==> config.mk <==
export PLATFORM = sky130hd
export DESIGN_NAME = dedup_fifo_queue
export DESIGN_NICKNAME = d
export VERILOG_FILES = /design/src/sv/dfq_pkg.sv /design/src/sv/dfq_cell.sv /design/src/sv/dedup_fifo_queue.sv
export VERILOG_INCLUDE_DIRS = /design/src /design/src/sv
export SDC_FILE = /design/constraint.sdc
export NUM_CORES = 1
export LEC_CHECK = 0
export ABC_AREA = 1
export BUFFER_PORTS_ARGS = -buffer_cell sky130_fd_sc_hd__buf_4
export CORE_MARGIN = 5
export CORE_UTILIZATION = 55
export DETAILED_ROUTE_END_ITERATION = 7
export MAX_ROUTING_LAYER = met4
export PLACE_DENSITY = 0.69
export SYNTH_ARGS = -nofsm -noshare
export SYNTH_HDL_FRONTEND = slang
export SYNTH_SLANG_ARGS = --single-unit
==> constraint.sdc <==
create_clock -name clk -period 3.5 [get_ports clk]
set_clock_uncertainty 0.2 [all_clocks]
set_input_delay 0.35 -clock clk [delete_from_list [all_inputs] [get_ports clk]]
set_output_delay 0.35 -clock clk [all_outputs]
set_load 0.01 [all_outputs]
==> src/sv/dedup_fifo_queue_assert.svh <==
// Assertion macros shared by the queue's checking code.
`ifndef DEDUP_FIFO_QUEUE_ASSERT_SVH
`define DEDUP_FIFO_QUEUE_ASSERT_SVH

// The condition must hold in the same cycle as the trigger.
`define DFQ_ASSERT_SAME(label, trig, cond, msg) \
	label: assert property (@(posedge clk) disable iff (!arst_n) (trig) |-> (cond)) \
		else $error(msg);

// The condition must hold in the cycle after the trigger.
`define DFQ_ASSERT_NEXT(label, trig, cond, msg) \
	label: assert property (@(posedge clk) disable iff (!arst_n) (trig) |=> (cond)) \
		else $error(msg);

`endif

==> src/sv/dfq_pkg.sv <==
package dfq_pkg;

	localparam int DEPTH   = 16;
	localparam int ID_BITS = 16;
	localparam int CNT_W   = $clog2(DEPTH + 1);

	typedef enum logic [1:0] {
		MODE_ENQ = 2'd0,
		MODE_DEQ = 2'd1,
		MODE_CLR = 2'd2
	} mode_t;

	typedef enum logic [1:0] {
		ST_DONE  = 2'd0,
		ST_DUP   = 2'd1,
		ST_EMPTY = 2'd2,
		ST_FULL  = 2'd3
	} status_t;

	// Control broadcast to every cell of the chain.
	typedef struct packed {
		logic               shift;
		logic               clear;
		logic               load;
		logic [ID_BITS-1:0] id;
	} cell_ctl_t;

endpackage

==> src/sv/dfq_cell.sv <==
module dfq_cell (
	input  logic                        clk,
	input  logic                        arst_n,
	input  dfq_pkg::cell_ctl_t          ctl,
	input  logic                        prev_valid,
	input  logic                        next_valid,
	input  logic [dfq_pkg::ID_BITS-1:0] next_id,
	input  logic                        match_in,
	output logic                        match_out,
	output logic                        valid,
	output logic [dfq_pkg::ID_BITS-1:0] id
);

	logic                        valid_q;
	logic [dfq_pkg::ID_BITS-1:0] id_q;

	assign valid     = valid_q;
	assign id        = id_q;
	assign match_out = match_in | (valid_q && (id_q == ctl.id));

	always_ff @(posedge clk or negedge arst_n) begin
		if (!arst_n) begin
			valid_q <= 1'b0;
		end else if (ctl.clear) begin
			valid_q <= 1'b0;
		end else if (ctl.shift) begin
			valid_q <= next_valid;
		end else if (ctl.load && !valid_q && prev_valid) begin
			valid_q <= 1'b1;
		end
	end

	// The first free cell behind the occupied run takes the new word.
	always_ff @(posedge clk) begin
		if (ctl.shift) begin
			id_q <= next_id;
		end else if (ctl.load && !valid_q && prev_valid) begin
			id_q <= ctl.id;
		end
	end

endmodule

==> src/sv/dedup_fifo_queue.sv <==
// Duplicate-rejecting FIFO of identifiers. A request is taken on any cycle
// with start high (busy is always low), and its result appears on the
// following cycle for exactly one cycle, marked by done; the receiver
// cannot stall, so the result must be captured while done is high. One
// request per cycle is sustained. The queue is a row of DEPTH cells holding
// words oldest first; a dequeue moves every word one cell toward the head,
// and the duplicate check ripples a match flag through all cells, which
// sets the clock period.
module dedup_fifo_queue (
	input  logic        clk,
	input  logic        arst_n,
	input  logic        start,
	output logic        busy,
	input  logic [1:0]  mode,
	input  logic [15:0] new_id,
	output logic        done,
	output logic [1:0]  status,
	output logic [15:0] out_id,
	output logic [4:0]  occupancy,
	output logic        is_empty
);

	localparam int DEPTH   = dfq_pkg::DEPTH;
	localparam int ID_BITS = dfq_pkg::ID_BITS;
	localparam int CNT_W   = dfq_pkg::CNT_W;

	logic [CNT_W-1:0]       cnt_q;
	logic [CNT_W-1:0]       cnt_nxt;
	logic [DEPTH-1:0]       valid_vec;
	logic [ID_BITS-1:0]     id_c [DEPTH];
	logic [DEPTH:0]         match_c;
	dfq_pkg::cell_ctl_t     ctl;
	dfq_pkg::status_t       status_nxt;
	logic [ID_BITS-1:0]     removed;
	logic                   dup;
	logic                   full;
	logic                   empty;

	assign busy  = 1'b0;
	assign dup   = match_c[DEPTH];
	assign full  = valid_vec[DEPTH-1];
	assign empty = !valid_vec[0];

	assign match_c[0] = 1'b0;

	for (genvar i = 0; i < DEPTH; i++) begin : g_cell
		logic                  prev_v;
		logic                  next_v;
		logic [ID_BITS-1:0]    next_d;

		if (i == 0) begin : g_first
			assign prev_v = 1'b1;
		end else begin : g_mid
			assign prev_v = valid_vec[i-1];
		end

		if (i == DEPTH - 1) begin : g_last
			assign next_v = 1'b0;
			assign next_d = '0;
		end else begin : g_inner
			assign next_v = valid_vec[i+1];
			assign next_d = id_c[i+1];
		end

		dfq_cell u_cell (
			.clk       (clk),
			.arst_n    (arst_n),
			.ctl       (ctl),
			.prev_valid(prev_v),
			.next_valid(next_v),
			.next_id   (next_d),
			.match_in  (match_c[i]),
			.match_out (match_c[i+1]),
			.valid     (valid_vec[i]),
			.id        (id_c[i])
		);
	end

	always_comb begin
		ctl.shift  = 1'b0;
		ctl.clear  = 1'b0;
		ctl.load   = 1'b0;
		ctl.id     = new_id[ID_BITS-1:0];
		status_nxt = dfq_pkg::ST_DONE;
		removed    = '0;
		cnt_nxt    = cnt_q;
		case (dfq_pkg::mode_t'(mode))
			dfq_pkg::MODE_ENQ: begin
				if (dup) begin
					status_nxt = dfq_pkg::ST_DUP;
				end else if (full) begin
					status_nxt = dfq_pkg::ST_FULL;
				end else begin
					ctl.load = start;
					cnt_nxt  = cnt_q + CNT_W'(1);
				end
			end
			dfq_pkg::MODE_DEQ: begin
				if (empty) begin
					status_nxt = dfq_pkg::ST_EMPTY;
				end else begin
					ctl.shift = start;
					removed   = id_c[0];
					cnt_nxt   = cnt_q - CNT_W'(1);
				end
			end
			dfq_pkg::MODE_CLR: begin
				if (empty) begin
					status_nxt = dfq_pkg::ST_EMPTY;
				end else begin
					ctl.clear = start;
					cnt_nxt   = '0;
				end
			end
			default: begin
				status_nxt = dfq_pkg::ST_DONE;
			end
		endcase
	end

	always_ff @(posedge clk or negedge arst_n) begin
		if (!arst_n) begin
			cnt_q <= '0;
			done  <= 1'b0;
		end else begin
			done <= start;
			if (start) begin
				cnt_q <= cnt_nxt;
			end
		end
	end

	always_ff @(posedge clk) begin
		if (start) begin
			status    <= status_nxt;
			out_id    <= 16'(removed);
			occupancy <= 5'(cnt_nxt);
			is_empty  <= (cnt_nxt == '0);
		end
	end

`include "dedup_fifo_queue_assert.svh"

	`DFQ_ASSERT_SAME(a_count_matches_cells, 1'b1, $countones(valid_vec) == 32'(cnt_q), "count differs from occupied cells")
	`DFQ_ASSERT_SAME(a_empty_flag, done, is_empty == (occupancy == 5'd0), "empty flag disagrees with occupancy")
	`DFQ_ASSERT_NEXT(a_word_reported, start, done && (5'(cnt_q) == occupancy), "result word missing or stale")

endmodule

==> flow_summary.toml <==
[run_status]
outcome = "completed"

[sta]
slew_headroom_pct = 42.4
hold_viol = 0
setup_tns_ns = 0
tightestPinTransition_ns = 0.862
fin_crit_ns = 2.97
setup_viol = 0
clock.fmax_mhz = 337
rsz0062_at_grt = "no"
period_share_pct = 84.9
slew_viol_final = 0

[global_route]
antenna_found_initial = 1
grt_pass1_wl_microns = 81900
grt_pass1_vias = 13600
grt.overflow.total = 0
grt_use_total_pct = 33.5
grt_max_degree = 103

[worst_setup_path]
rr_startpoint = "g_cell[0].u_cell.id[6]"
cp-endpoint = "g_cell[10].u_cell.id[11]"
critPathSlowestCell = "edfxtp_1"
critPathLaunch = "g_cell[0].u_cell.id[6]"
cpPeakStageDelay_ns = 0.44
critPathMostFrequentCell = "nand2_1"
critPathRequiredTime_ns = 3.52
rr_worst_depth = 17
path_depth = 17
crit_family = "simple AND/OR/NAND/NOR gates"
critical_path_buf_inv_count = 3
path_cells = "inv_1, nand2_1, o21ai_1, nor2_1, nand2_1, nor2_1, nand3_1, nand2_1, nor2_1, nand2_1, nor2_2, nand2_2, nor2_4, nand2_4, buf_4, o21ai_2, buf_12"
worstPathArrival_ns = 2.99
end_kind = "flop"
criticalPathCategory = "reg2reg"
crit_fanout = 17
critPathLaunchType = "flop"
worst-r2r-setup-slack_ns = 0.53
rr_endpoint = "g_cell[10].u_cell.id[11]"

[drt]
viasPerCell = 5.82
remaining_drc_errors = 0
routed-via-count = 14200
drtIter0Drc = 1840
ant_nets = 0
dr.pass1.iters = 6
drt-total-wl_microns = 54400
drt-wirelength-per-cell_microns = 22.3

[synth]
avgSynthCellArea_sq_um = 8.28
synth_top_cell_area_share_pct = 48.9
yosys.area.top_type = "edfxtp_1"
syn_nets = 1985
ys_warn_count = 0
syn_area_sq_um = 16200
yosysMostFrequentCell = "nand2_1"
synth_edf_count = 264
synthCells = 1957
ys_seq_elements = 302
synth_area_leaders = "edfxtp_1, nand2_1, o21ai_0"
synth.distinct_cells = 38
synth-async-reset-ratio_pct = 7.28
synth-main-ff-cell = "edfxtp_1"
synth_seq_area_share_pct = 54.3
synth_commonest_cells = "nand2_1, edfxtp_1, o21ai_0, inv_1, nor2_1"

[place]
io_buffers = 45
dp_hpwl_microns = 37300
placedCellCount = 2372
post_dp_cell_area_sq_um = 17400
place_congestion = 0.997

[clock_network]
cts_htree_levels = 2
cts_max_path_buffers = 3
clock_sinks = 302
post_cts_buffers = 0
cts-resized-gates = 0
cts.clk_slew.worst_paths_ns = 0.06
clkLatencyLatePin_ns = 0.52
cts_buffers = 34
postCtsHoldBufs = 1
cts_tree = "built"
cts_root_buffer = "clkbuf_16"

[power]
power_switching_mw = 3.35
p_int_mw = 7.26
clockPowerShare_pct = 32.1
peakVddDrop_v = 0.000451
seqPwrFrac_pct = 46.4
power_per_cell_area_nw_per_um2 = 576
netSwitchingFraction_pct = 31.6
p_leak_nw = 8.10
pwr-share-comb_pct = 21.5
total_power_mw = 10.6

[final_layout]
utilization_pct = 63.6
antenna_cells = 0
final_area_sq_um = 18400
layout-drive-gt1-share_pct = 10.2
n_fill_cell = 2477
nets = 2053
finish.cell_count_without_fillers = 2434
area_growth_pct = 13.7

[floorplan]
floorplan.core_area_sq_um = 28900
initial_core_util_pct = 56.0
rows = 62
die_w_microns = 182
fp.dieArea_sq_um = 33000
fp.dieH_microns = 182
ios = 47

[hold_path]
hold_depth = 3
hold_path.class = "in2reg"

[flow_run]
maxCapViolCount = 0
final cells by class:
type / instances / area, sq um / share of cell area (%)
Inverter: 228 / 871 / 4.73
Timing Repair Buffer: 135 / 1250 / 6.81
Tap cell: 384 / 480 / 2.61
Clock buffer: 50 / 983 / 5.34
Clock inverter: 11 / 58.8 / 0.319
Multi-Input combinational cell: 1324 / 5970 / 32.4
Sequential cell: 302 / 8800 / 47.8
layout by cell type, fill, tap and decap left out, types with 8 or more instances in the layout:
| cell | instances |
|---|---|
| a21oi_1 | 26 |
| buf_12 | 19 |
| edfxtp_1 | 264 |
| inv_1 | 213 |
| o21ai_1 | 50 |
| clkbuf_16 | 36 |
| nand2_1 | 676 |
| o22ai_1 | 11 |
| o21ai_0 | 214 |
| inv_2 | 8 |
| xor2_1 | 52 |
| nand3_1 | 30 |
| nor2_1 | 187 |
| dfxtp_1 | 16 |
| dfrtp_1 | 22 |
| buf_4 | 115 |
| nor3_1 | 14 |
| o21ai_2 | 10 |
| o211ai_1 | 16 |
| nand4_1 | 11 |
| clkbuf_1 | 11 |
worst min path at each step:
| stage | startpoint | end | slack, ns |
|---|---|---|---|
| after global routing | new_id[7] | g_cell[15].u_cell.id[7] | 0.03 |
| after floorplan | arst_n | cnt_q[0] | -0.15 |
| final | new_id[7] | g_cell[15].u_cell.id[7] | 0.03 |
| after CTS | new_id[7] | g_cell[15].u_cell.id[7] | 0.03 |
| after detailed placement | arst_n | done | 0.09 |
| after global placement | arst_n | done | 0.08 |
per-layer routing:
metal  global-route usage (%)  wire length (microns)  up-vias
met5                        -                      0        -
met1                     45.6                  20700     6631
met2                     51.7                  24700      939
li1                         -                      -     6445
met4                     10.6                   2110        0
met3                     5.80                   6870      162
sequential cells by signal (all words and copies together) (netlist names):
name and count:
g_cell.u_cell.id 256, done 1, out_id 16, status 2, g_cell.u_cell.valid 16, is_empty 1, cnt_q 5, occupancy 5
power by group through the flow:
stage          Combinational (mW)  Clock (mW)  Sequential [mW]
6_report                     2.28        3.41             4.92
4_1_cts                      2.24        3.41             4.91
5_1_grt                      2.51        3.57             4.96
3_5_place_dp                 2.22           0             4.97
3_3_place_gp                 2.19           0             4.97
2_1_floorplan                1.41           0             4.86
metrics by stage:
stage / setup slack [ns] / hold slack [ns]
3_5_place_dp: 0.173 / 0.0894
4_1_cts: 0.565 / 0.0257
5_1_grt: 0.462 / 0.0269
3_3_place_gp: 0.193 / 0.0811
2_1_floorplan: 0.0654 / -0.146
6_report: 0.529 / 0.0327
kinds of logic after synthesis:
logic type | after synthesis | share of synthesized area, %
xor+xnor | 57 | 3.08
other cells | 1 | 0.0231
simple gates | 926 | 22.2
flops | 302 | 54.3
buf+inv | 331 | 8.90
fa+ha+maj | 7 | 0.541
compound gates | 333 | 10.9
tightest hold or removal path, stage by stage:
cell	delay [ns]
buf_4	0.18
nor2_1	0.11
nor2_1	0.05
Power figures use the tool's default switching activity.
